$ cat config.mk
export PLATFORM = sky130hd
export DESIGN_NAME = posix_cksum_crc32
export DESIGN_NICKNAME = d
export VERILOG_FILES = /design/src/design/cksum_pkg.sv /design/src/design/cksum_front.sv /design/src/design/cksum_back.sv /design/src/design/posix_cksum_crc32.sv
export SDC_FILE = /design/constraint.sdc
export NUM_CORES = 1
export LEC_CHECK = 0
export ABC_AREA = 1
export BUFFER_PORTS_ARGS = -buffer_cell sky130_fd_sc_hd__buf_2
export CORE_MARGIN = 4
export CORE_UTILIZATION = 30
export DETAILED_ROUTE_END_ITERATION = 8
export SYNTH_ARGS = -nofsm -noshare
export SYNTH_HDL_FRONTEND = slang
export SYNTH_SLANG_ARGS = --single-unit
$ cat constraint.sdc
create_clock -name clk -period 5.3 [get_ports clk]
set_clock_uncertainty 0.05 [all_clocks]
set_input_delay 0.53 -clock clk [delete_from_list [all_inputs] [get_ports clk]]
set_output_delay 0.53 -clock clk [all_outputs]
set_load 0.01 [all_outputs]
$ cat src/design/cksum_pkg.sv
`timescale 1ns / 1ps
package cksum_pkg;

	localparam logic [31:0] CrcPoly = 32'h04C11DB7;
	localparam int QueueDepth = 4;
	localparam int QueueAw = $clog2(QueueDepth);

	typedef struct packed {
		logic       action;
		logic [7:0] data_byte;
	} item_t;

	typedef struct packed {
		logic [31:0] checksum;
		logic [63:0] byte_count;
	} result_t;

	typedef enum logic {
		OP_DATA   = 1'b0,
		OP_FINISH = 1'b1
	} op_t;

	typedef struct packed {
		op_t        op;
		logic [7:0] data;
	} cmd_t;

	// one byte through the msb-first crc
	function automatic logic [31:0] crc_feed(input logic [31:0] crc, input logic [7:0] b);
		logic [31:0] c;
		c = crc ^ {b, 24'h000000};
		for (int k = 0; k < 8; k++) begin
			c = c[31] ? ((c << 1) ^ CrcPoly) : (c << 1);
		end
		return c;
	endfunction

endpackage

$ cat src/design/cksum_front.sv
`timescale 1ns / 1ps
module cksum_front import cksum_pkg::*; (
	input  logic  clk,
	input  logic  arst_n,
	input  logic  item_valid,
	output logic  item_stall,
	input  item_t item,
	output logic  cmd_valid,
	output cmd_t  cmd,
	input  logic  cmd_pop
);

	cmd_t                entry_q [QueueDepth];
	logic [QueueAw-1:0]  wr_ptr_q;
	logic [QueueAw-1:0]  rd_ptr_q;
	logic [QueueAw:0]    cnt_q;
	logic                push;
	logic                pop;
	cmd_t                cmd_in;

	assign item_stall = (cnt_q == QueueAw'(0) + (QueueAw+1)'(QueueDepth));
	assign push       = item_valid && !item_stall;
	assign cmd_valid  = (cnt_q != '0);
	assign pop        = cmd_pop && cmd_valid;
	assign cmd        = entry_q[rd_ptr_q];

	// classify
	always_comb begin
		cmd_in.op   = item.action ? OP_FINISH : OP_DATA;
		cmd_in.data = item.data_byte;
	end

	always_ff @(posedge clk) begin
		if (push) begin
			entry_q[wr_ptr_q] <= cmd_in;
		end
	end

	always_ff @(posedge clk or negedge arst_n) begin
		if (!arst_n) begin
			wr_ptr_q <= '0;
			rd_ptr_q <= '0;
			cnt_q    <= '0;
		end else begin
			if (push) begin
				wr_ptr_q <= wr_ptr_q + QueueAw'(1);
			end
			if (pop) begin
				rd_ptr_q <= rd_ptr_q + QueueAw'(1);
			end
			if (push && !pop) begin
				cnt_q <= cnt_q + (QueueAw+1)'(1);
			end else if (pop && !push) begin
				cnt_q <= cnt_q - (QueueAw+1)'(1);
			end
		end
	end

endmodule

$ cat src/design/cksum_back.sv
`timescale 1ns / 1ps
module cksum_back import cksum_pkg::*; (
	input  logic    clk,
	input  logic    arst_n,
	input  logic    cmd_valid,
	input  cmd_t    cmd,
	output logic    cmd_pop,
	output logic    result_valid,
	input  logic    result_stall,
	output result_t result
);

	typedef enum logic {
		ST_DATA,
		ST_LEN
	} state_t;

	state_t      state_q;
	logic [31:0] crc_q;
	logic [63:0] count_q;
	logic [63:0] rest_q;
	logic        out_valid_q;
	result_t     out_q;
	logic        out_free;
	logic        emit;

	assign cmd_pop      = cmd_valid && (state_q == ST_DATA);
	assign out_free     = !out_valid_q || !result_stall;
	assign emit         = (state_q == ST_LEN) && (rest_q == 64'd0) && out_free;
	assign result_valid = out_valid_q;
	assign result       = out_q;

	always_ff @(posedge clk or negedge arst_n) begin
		if (!arst_n) begin
			state_q     <= ST_DATA;
			crc_q       <= '0;
			count_q     <= '0;
			rest_q      <= '0;
			out_q       <= '0;
			out_valid_q <= 1'b0;
		end else begin
			if (emit) begin
				out_valid_q <= 1'b1;
			end else if (out_free) begin
				out_valid_q <= 1'b0;
			end
			unique case (state_q)
				ST_DATA: begin
					if (cmd_valid) begin
						if (cmd.op == OP_FINISH) begin
							rest_q  <= count_q;
							state_q <= ST_LEN;
						end else begin
							crc_q   <= crc_feed(crc_q, cmd.data);
							count_q <= count_q + 64'd1;
						end
					end
				end
				ST_LEN: begin
					// length appended lsb first, stop when nothing is left
					if (rest_q != 64'd0) begin
						crc_q  <= crc_feed(crc_q, rest_q[7:0]);
						rest_q <= rest_q >> 8;
					end else if (emit) begin
						out_q.checksum   <= ~crc_q;
						out_q.byte_count <= count_q;
						crc_q            <= '0;
						count_q          <= '0;
						state_q          <= ST_DATA;
					end
				end
			endcase
		end
	end

endmodule

$ cat src/design/posix_cksum_crc32.sv
`timescale 1ns / 1ps
// POSIX cksum CRC-32 (poly 04C11DB7, msb first, zero start). A data word is
// taken every cycle while the queue is not full and feeds one byte through
// the CRC; a finish word appends the byte count lsb first, stopping at the
// last nonzero byte, then returns the inverted CRC and the 64-bit count and
// clears both. Words pass through a four-word queue into the CRC sequencer,
// which feeds the significant count bytes (0 to 8) of a finish word one by
// one. The result sits in an output register, so the block keeps taking words
// while a result waits, until a later finish word stalls and the queue fills.
module posix_cksum_crc32 import cksum_pkg::*; (
	input  logic    clk,
	input  logic    arst_n,
	input  logic    item_valid,
	output logic    item_stall,
	input  item_t   item,
	output logic    result_valid,
	input  logic    result_stall,
	output result_t result
);

	logic cmd_valid;
	cmd_t cmd;
	logic cmd_pop;

	cksum_front u_front (
		.clk        (clk),
		.arst_n     (arst_n),
		.item_valid (item_valid),
		.item_stall (item_stall),
		.item       (item),
		.cmd_valid  (cmd_valid),
		.cmd        (cmd),
		.cmd_pop    (cmd_pop)
	);

	cksum_back u_back (
		.clk          (clk),
		.arst_n       (arst_n),
		.cmd_valid    (cmd_valid),
		.cmd          (cmd),
		.cmd_pop      (cmd_pop),
		.result_valid (result_valid),
		.result_stall (result_stall),
		.result       (result)
	);

endmodule

---- After elaboration in Yosys (flattened, before gate mapping) ----
Memory sizes are Yosys's and may differ from the RTL's.
Cells that the tools add are included.
word-level totals
  flip-flop bits (word level) ............. 265
  memory bits (writable) .................. 36
  input port bits ......................... 13
  output and inout port bits .............. 98
  word-level logic and storage cells ...... 109
  memories kept ........................... 1
memories
  memory           depth  width  rd ports  clocked after memory_dff  wr ports  RTL line           RTL
  u_front.entry_q  4      9      1         0                         1         cksum_front.sv:13  cmd_t entry_q [QueueDepth];
cells by class
  add/subtract/negate cells ............... 5
  equality and inequality tests ........... 8
  multiplexer cells ....................... 42
  bitwise gates (word level) .............. 21
  reduce and logical (&&, ||, !) cells .... 22
operators by type and width
  operator                 count
  $mux W64                 7
  $mux W27                 16
  $pmux W64 S2             2
  $not A14 Y14             16
  $mux W32                 4
  $add A64 B1 Y64 const B  1
  $logic_not A64 Y1        1
  $pmux W32 S2             1
  $reduce_bool A64 Y1      1
  $xor A32 B32 Y32         2
  $not A32 Y32             1
  $ne A2 B2 Y1 const B     5
  $mux W1                  9
  $reduce_and A3 Y1        3
  $logic_and A1 B1 Y1      7
  $mux W3                  2
  $logic_not A1 Y1         5
  $add A2 B1 Y2 const B    2
  $reduce_and A4 Y1        1
  $reduce_bool A2 Y1       2
  $add A3 B1 Y3 const B    1
  $eq A3 B3 Y1 const B     1
  $ne A3 B3 Y1 const B     1
  $reduce_bool A3 Y1       1
  other kinds (5)          6

---- Depth between registers and ports, before layout ----
Gate-level depths: netlist of the first run.
An unclocked memory read counts as a cell.
  depth in word-level cells ............... 21
  mapped depth ............................ 17
  depth with buffers taken out ............ 16

---- Cells and area by module ----
Synthesis of the first run repeated with hierarchy kept, for this count alone.
second synthesis, totals
  cells, all modules ...................... 2284
  area total of the unflattened synthesis .. 16848.7 µm²
by module, submodules not included
  module       instances  cells an instance  area each (µm²)  sequential area each (µm²)
  cksum_back   1          2119               14856.7          6456.2
  cksum_front  1          165                1991.9           1256.2

---- Least setup slack after synthesis of the first run ----
No wires, ideal clock.
  path kind ............................... reg-to-reg
  start point ............................. register u_front.cnt_q[0]
  end point ............................... register u_front.cnt_q[1]
  library setup time ...................... 125 ps
  arrival ................................. 1873 ps
  required time ........................... 5125 ps
  setup slack ............................. 3252 ps
  stages on the path, launching flop included .. 7
  buffers on the path ..................... 0
  clock period less this slack ............ 2048 ps
  cells stage by stage .................... dfrtp_1 nor3_1 nor2_1 ha_1 inv_1 fa_1 mux2_2
on the way
  longest elaborated chain between the ends .. 6
  elaborated cells between the ends (all ways) .. 15
  those cells by class .................... 2 x add/sub; 1 x eq/ne; 2 x mux; 10 x reduce/logical
ends and longest elaborated chain
  element                       RTL line                 RTL
  start: declaration            cksum_front.sv:16        logic [QueueAw:0] cnt_q;
  start signal: assignment      cksum_front.sv:52        cnt_q <= cnt_q + (QueueAw+1)'(1);
  start signal: assignment      cksum_front.sv:54        cnt_q <= cnt_q - (QueueAw+1)'(1);
  $eq A3 B3 Y1 (*)              cksum_front.sv:21        assign item_stall = (cnt_q == QueueAw'(0) + (QueueAw+1)'(QueueDepth));
  named net item_stall          posix_cksum_crc32.sv:14  output logic item_stall,
  $logic_not A1 Y1 (*)          cksum_front.sv:22        assign push = item_valid && !item_stall;
  $logic_and A1 B1 Y1 (*)       cksum_front.sv:22
  named net u_front.push        cksum_front.sv:17        logic push;
  $logic_not A1 Y1              cksum_front.sv:53        end else if (pop && !push) begin
  $logic_and A1 B1 Y1           cksum_front.sv:53
  $reduce_bool A2 Y1 (no line)  --
Mark *: on every way through the listed nets, which the timed path passes. The rest lies on a longest branch. The select of a mux whose other input is x is not followed.
A chain may end at the register's enable or synchronous reset.

---- Worst setup path after layout of the first run ----
  start point ............................. register u_back.rest_q[29]
  end point ............................... register u_back.count_q[30]
on the way
  longest elaborated chain between the ends .. 5
  elaborated cells between the ends (all ways) .. 7
  those cells by class .................... 2 x eq/ne; 5 x reduce/logical
ends and longest elaborated chain
  element                            RTL line          RTL
  start: declaration                 cksum_back.sv:21  logic [63:0] rest_q;
  start signal: assignment           cksum_back.sv:51  rest_q <= count_q;
  start signal: assignment           cksum_back.sv:63  rest_q <= rest_q >> 8;
  $logic_not A64 Y1                  cksum_back.sv:29  assign emit = (state_q == ST_LEN) && (rest_q == 64'd0) && out_free;
  $logic_and A1 B1 Y1 (2 in series)  cksum_back.sv:29
  $ne A2 B2 Y1 (no line)             --
  $reduce_and A4 Y1 (no line) (*)    --
  end signal: assignment             cksum_back.sv:55  count_q <= count_q + 64'd1;
  end: declaration                   cksum_back.sv:20  logic [63:0] count_q;
Every way passes the cells marked *; elsewhere a longest branch is shown, timed or not.

==> run summary, run 1 <==
Status - finished, violations left
Failing checks - hold timing
DRT iter0 DRCs - 1204
CP max FO - 87
Final Util - 0.3486
Setup slack after placement - 1.630 ns
Post-CTS Setup Bufs - 0
First-pass DRT Iterations - 6
Final hold slack - -0.02556 ns
DRC Markers - 0
Slew headroom - 0.2705
Die X - 243.3 um
Via-per-instance ratio - 4.918
# diodes - 0
Setup TNS - 0 ns
Seq cells post-synth - 301
Number of hold violations in the final report - 13
CTS tree - built
Post-synthesis sequential area ratio - 0.4642
Sinks on the clock net - 301
Global-route wire length before repair - 82630 um
Avg Inst Size Synth - 8.039 sq um
R2R cell count - 15
Worst-path cell chain - inv_1 -> nand4_1 -> nor2_1 -> nand2_1 -> nor2_2 -> nand2_1 -> nor2_1 -> nand2_4 -> nand2_1 -> nand2_2 -> buf_4 -> clkinv_2 -> buf_4 -> nand2_1 -> o21ai_0
Layout Nets - 2155
Slew Limit Fails - 0
Startpoint Class - flip-flop
Initial Utilization - 0.3057
Critical path's slowest cell - clkinv_2
GPL Wtd Cong - 0.9574
DR vias - 14270
Arr. time, crit path - 4.07 ns
Die Area - 59220 sq um
Max stage delay on crit path - 0.85 ns
Worst VDD drop - 0.3704 mV
Row count - 85
CTS buffer count - 36
Clock root cell - clkbuf_16
Synth Net Count - 2087
Core Area - 54350 sq um
Initial antenna violation count - 0
Setup-failing EPs final - 0
DRT antenna net count - 0
# resized after CTS - 0
Max-cap viol count - 0
Clock Pin Slew Worst Setup and Hold Paths - 0.06 ns
H-tree levels - 2
Die Height - 243.3 um
Total I/O pin count - 111
GR Overflow Total - 0
Worst skew pair latency - 0.57 ns
Yosys warning count - 0
Commonest non-fill, non-tap cell in the layout - nand2_1
DRT Wirelength - 52730 um
Fmax - 270.0 MHz
Buffers on Ports - 110
Pin slew with the least headroom to its limit - 1.094 ns
Most frequent cells in the layout - nand2_1, dfrtp_1, o21ai_0
Crit end category - flip-flop
Min setup slack post-route - 1.597 ns
Most repeated library cell on the critical path - nand2_1
Final worst path period share - 0.6988
WL per Instance - 18.18 um
DP HPWL - 38450 um
Async SR Flop Fraction - 0.8804
RSZ-0062 raised after global routing - no
CP Data Required Time - 5.67 ns
Vias in the first global route - 13850
Leakage - 8.510 nW
Syn Inst Count - 2067
Fillers - 5707
Power Dens Cells - 648.1 nW/um^2
Primary FF master, synth - dfrtp_1
Type of the worst setup path - reg -> reg
CTS Buffer Depth - 3
Yosys cell types - 54
Crit path time final - 3.703 ns
Area delta synth->final - 14.03%
Share of cells above drive strength 1 - 0.1277
Largest net degree at the start of global routing - 121
Number of hold buffers added after CTS - 0
HP Class - in -> async
Number of synthesized flops with an enable pin - 36
Cell Area, Synth - 16620 sq um
Total GRT Usage - 0.1761
-- cells by family (layout without fill, tap and decap cells) --
kind of cell | Yosys count | count (layout) | share of synthesized area
flops | 301 | 301 | 0.4642
simple gates | 944 | 944 | 0.2480
buf+inv | 311 | 406 | 0.07899
xor+xnor | 140 | 140 | 0.08057
compound gates | 361 | 361 | 0.1205
mux | 3 | 3 | 0.002033
fa+ha+maj | 7 | 7 | 0.005723
-- worst max-delay path, delay by kind of cell, from the launching register on --
kind / cells / cell delay [ns]
buf+inv: 4 / 1.68
flops: 1 / 0.34
simple gates: 10 / 1.37
compound gates: 1 / 0.07
-- cell type report --
class | count | area (sq um) | share of cell area
clock buffers | 46 | 978.4 | 0.05164
clock inverters | 19 | 250.2 | 0.01321
repair buffers | 120 | 635.6 | 0.03355
inverters | 221 | 835.8 | 0.04411
well taps | 739 | 924.6 | 0.04880
multi-input cells | 1455 | 7606 | 0.4014
flip-flops and latches | 301 | 7716 | 0.4073
-- path summary, 6_finish.rpt --
check	from	endpoint	slack (ns)
max	u_back.rest_q[29]	u_back.count_q[30]	1.60
min	arst_n	u_back.count_q[44]	-0.03
max reg2reg	u_back.rest_q[29]	u_back.count_q[30]	1.60
min reg2reg	u_back.result[73]	u_back.result[73]	0.42
max in group asynchronous	arst_n	u_back.result[83]	3.88
min in group clk	item[2]	u_front.entry_q[1][2]	0.15
-- report_power, final --
group / switching (mW) / internal [mW]
Clock: 1.06 / 1.52
Combinational: 4.15 / 2.23
Sequential: 0.460 / 2.86
Total: 5.67 / 6.61
-- state kept, by name (all words and copies together) (netlist names), 2 cells and up --
| signal | count |
|---|---|
| u_back.crc_q | 32 |
| u_front.cnt_q | 3 |
| u_back.rest_q | 64 |
| u_front.entry_q | 36 |
| u_front.rd_ptr_q | 2 |
| u_back.count_q | 64 |
| u_back.result | 96 |
| u_front.wr_ptr_q | 2 |
-- layer usage --
layer / up-vias / wire length [um] / global-route usage
met5: - / 0 / 0
met4: 0 / 1452 / 0.05177
met3: 87 / 3236 / 0.02881
met2: 486 / 23680 / 0.2787
met1: 6837 / 24360 / 0.2491
li1: 6858 / - / -
-- cell usage after synthesis, types with 4 or more instances --
cell type / instances / area [sq um]
a21oi_1: 42 / 210.2
a22oi_1: 8 / 60.06
a31oi_1: 7 / 43.79
buf_1: 4 / 15.01
buf_2: 32 / 160.2
buf_6: 9 / 101.4
clkbuf_1: 40 / 150.1
dfrtp_1: 265 / 6631
edfxtp_1: 36 / 1081
ha_1: 6 / 75.07
inv_1: 202 / 758.2
inv_2: 16 / 60.06
nand2_1: 522 / 1959
nand2_2: 28 / 175.2
nand2_4: 7 / 78.83
nand3_1: 108 / 540.5
nand3_2: 10 / 100.1
nand3b_1: 5 / 37.54
nand4_1: 43 / 269.0
nor2_1: 162 / 608.1
nor2_2: 7 / 43.79
nor3_1: 31 / 155.2
nor4_1: 6 / 37.54
o211ai_1: 56 / 420.4
o21ai_0: 221 / 1106
o21ai_1: 13 / 65.06
o22ai_1: 10 / 62.56
or2_2: 4 / 25.02
xnor2_1: 17 / 148.9
xor2_1: 111 / 972.2
xor2_2: 7 / 113.9
-- metrics by stage --
| stage | cell area (sq um) | std cells | total power, mW |
|---|---|---|---|
| 2_1_floorplan | 16620 | 2067 | 8.169 |
| 3_5_place_dp | 17720 | 2836 | 9.633 |
| 6_report | 18950 | 2901 | 12.28 |
| 4_1_cts | 18950 | 2901 | 12.29 |
| 3_3_place_gp | 17720 | 2836 | 9.529 |
| 5_1_grt | 18950 | 2901 | 13.29 |
(Power assumes the default switching activity.)
==> run 2, diff against run 1 <==
- clock period: 5.3 -> 3.3 ns (I/O delays scaled with it)
==> run 2 against run 1 <==
  * Total power rose by 62%
  * Cell area rose by 1.1%
  * Critical endpoint is now u_back.result[89]
  * Highest routed layer unchanged
  * Maximum frequency rose by 31%
  * Setup slack got worse by 1.1 ns
  * The flow now finishes without violations
  * Wire length fell by 0.68%
  * Cell count rose by 0.62%
==> run summary, run 2 (synthesis results as in run 1) <==
Leakage - 8.617 nW
Setup slack after placement - 0.4556 ns
Post-CTS Setup Bufs - 0
Final std cells w/o fill - 2919
Slew headroom - 0.2940
Switching Fraction - 0.4588
DRT Wirelength - 52370 um
CTS tree - built
Die X - 243.3 um
Crit end category - flip-flop
Global-route wire length before repair - 81920 um
DRC Markers - 0
Fillers - 5650
RSZ-0062 raised after global routing - no
Core Area - 54350 sq um
Clock root cell - clkbuf_16
Max-cap viol count - 0
Clock Pin Slew Worst Setup and Hold Paths - 0.06 ns
PnR Total Power - 19.86 mW
GPL Wtd Cong - 0.9901
Via-per-instance ratio - 4.974
Sw power - 9.109 mW
Largest net degree at the start of global routing - 121
HP Class - in -> reg
Startpoint Class - flip-flop
CP startpoint - u_back.rest_q[3]
DRT iter0 DRCs - 1246
# diodes - 0
Initial Utilization - 0.3057
Final hold slack - 0.1473 ns
Total GRT Usage - 0.1740
Slew Limit Fails - 0
Most frequent cells in the layout - nand2_1, dfrtp_1, o21ai_0
Multi-input gate area - 7606 sq um
Worst skew pair latency - 0.56 ns
Int Power - 10.75 mW
Commonest non-fill, non-tap cell in the layout - nand2_1
DR vias - 14520
Setup slack of the most critical reg-to-reg path - 0.48 ns
CTS Buffer Depth - 3
Part of the power in registers - 0.267
Power Dens Cells - 1036 nW/um^2
Pin slew with the least headroom to its limit - 1.059 ns
Worst VDD drop - 0.4719 mV
H-tree levels - 2
Initial antenna violation count - 0
DP HPWL - 38310 um
CP Data Required Time - 3.70 ns
Buffers on Ports - 110
Layout Nets - 2175
Worst R2R Start - u_back.rest_q[3]
Crit path time final - 2.819 ns
Type of the worst setup path - reg -> reg
Area delta synth->final - 15.34%
Die Height - 243.3 um
DRT antenna net count - 0
Total I/O pin count - 111
CP max FO - 120
Setup-failing EPs final - 0
# resized after CTS - 0
Min setup slack post-route - 0.4813 ns
First-pass DRT Iterations - 5
Setup TNS - 0 ns
Post-route cell area - 19160 sq um
Fmax - 354.8 MHz
Number of hold violations in the final report - 0
Clock network power share - 0.209
Dpl cells - 2846
R2R cell count - 12
Status - finished, final reports clean
GR Overflow Total - 0
Sinks on the clock net - 301
Final worst path period share - 0.8541
Post-DP Area - 17840 sq um
Vias in the first global route - 13910
Worst setup path endpoint - u_back.result[89]
Die Area - 59220 sq um
Row count - 85
Final Util - 0.3526
Arr. time, crit path - 3.22 ns
WL per Instance - 17.94 um
CTS buffer count - 36
Largest register FFs - 96
Reg area - 7716 sq um
Combinational power share - 0.524
R2r endpoint - u_back.result[89]
Share of cells above drive strength 1 - 0.1307
run 2: worst min-delay path by stage:
stage / startpoint / end / slack [ns] / cells after the start
after floorplan: arst_n / u_back.count_q[0] / -0.02 / 0
after global placement: arst_n / u_back.result[57] / 0.35 / 1
after detailed placement: arst_n / u_back.result[59] / 0.37 / 1
after CTS: item_valid / u_front.wr_ptr_q[1] / 0.13 / 5
after global routing: item_valid / u_front.wr_ptr_q[1] / 0.17 / 5
final: item_valid / u_front.wr_ptr_q[1] / 0.15 / 5
run 2: per-layer routing:
metal / share of wire / routed length (um) / vias to the layer above / track usage
met5: 0 / 0 / - / 0
met4: 0.031 / 1619 / 0 / 0.05738
met3: 0.070 / 3689 / 89 / 0.02914
met2: 0.44 / 23170 / 535 / 0.2659
met1: 0.46 / 23890 / 6983 / 0.2512
li1: - / - / 6913 / -
run 2: critical path, cell delays in order (launching register included):
cell and delay, ns:
dfrtp_1 0.47, inv_2 0.06, nand4_1 0.07, nor2_1 0.05, nand2_1 0.08, nor2_2 0.04, nand2_1 0.08, nor2_1 0.07
nand2_4 0.05, buf_4 0.77, buf_4 0.65, nand2_1 0.14, o21ai_0 0.12
run 2: layout make-up:
cell class / instances / share of cell area
multi-input combinational: 1455 / 0.3969
clock inverter: 15 / 0.01045
tap: 739 / 0.04825
clock buffer: 48 / 0.05327
timing repair buffer: 140 / 0.04492
sequential: 301 / 0.4026
inverter: 221 / 0.04361
run 2: power groups by stage:
stage	Combinational [mW]	Clock (mW)	Sequential, mW
floorplan	8.02	0	5.10
global placement	10.0	0	5.33
detailed placement	10.2	0	5.35
CTS	10.3	4.25	5.29
global route	11.6	4.40	5.37
finish	10.4	4.15	5.29
run 2: timing repair:
action / CTS / global route
endpoints found under the setup margin: 0 / 0
hold buffers: 10 / 0
hold endpoints to repair: 118 / 0
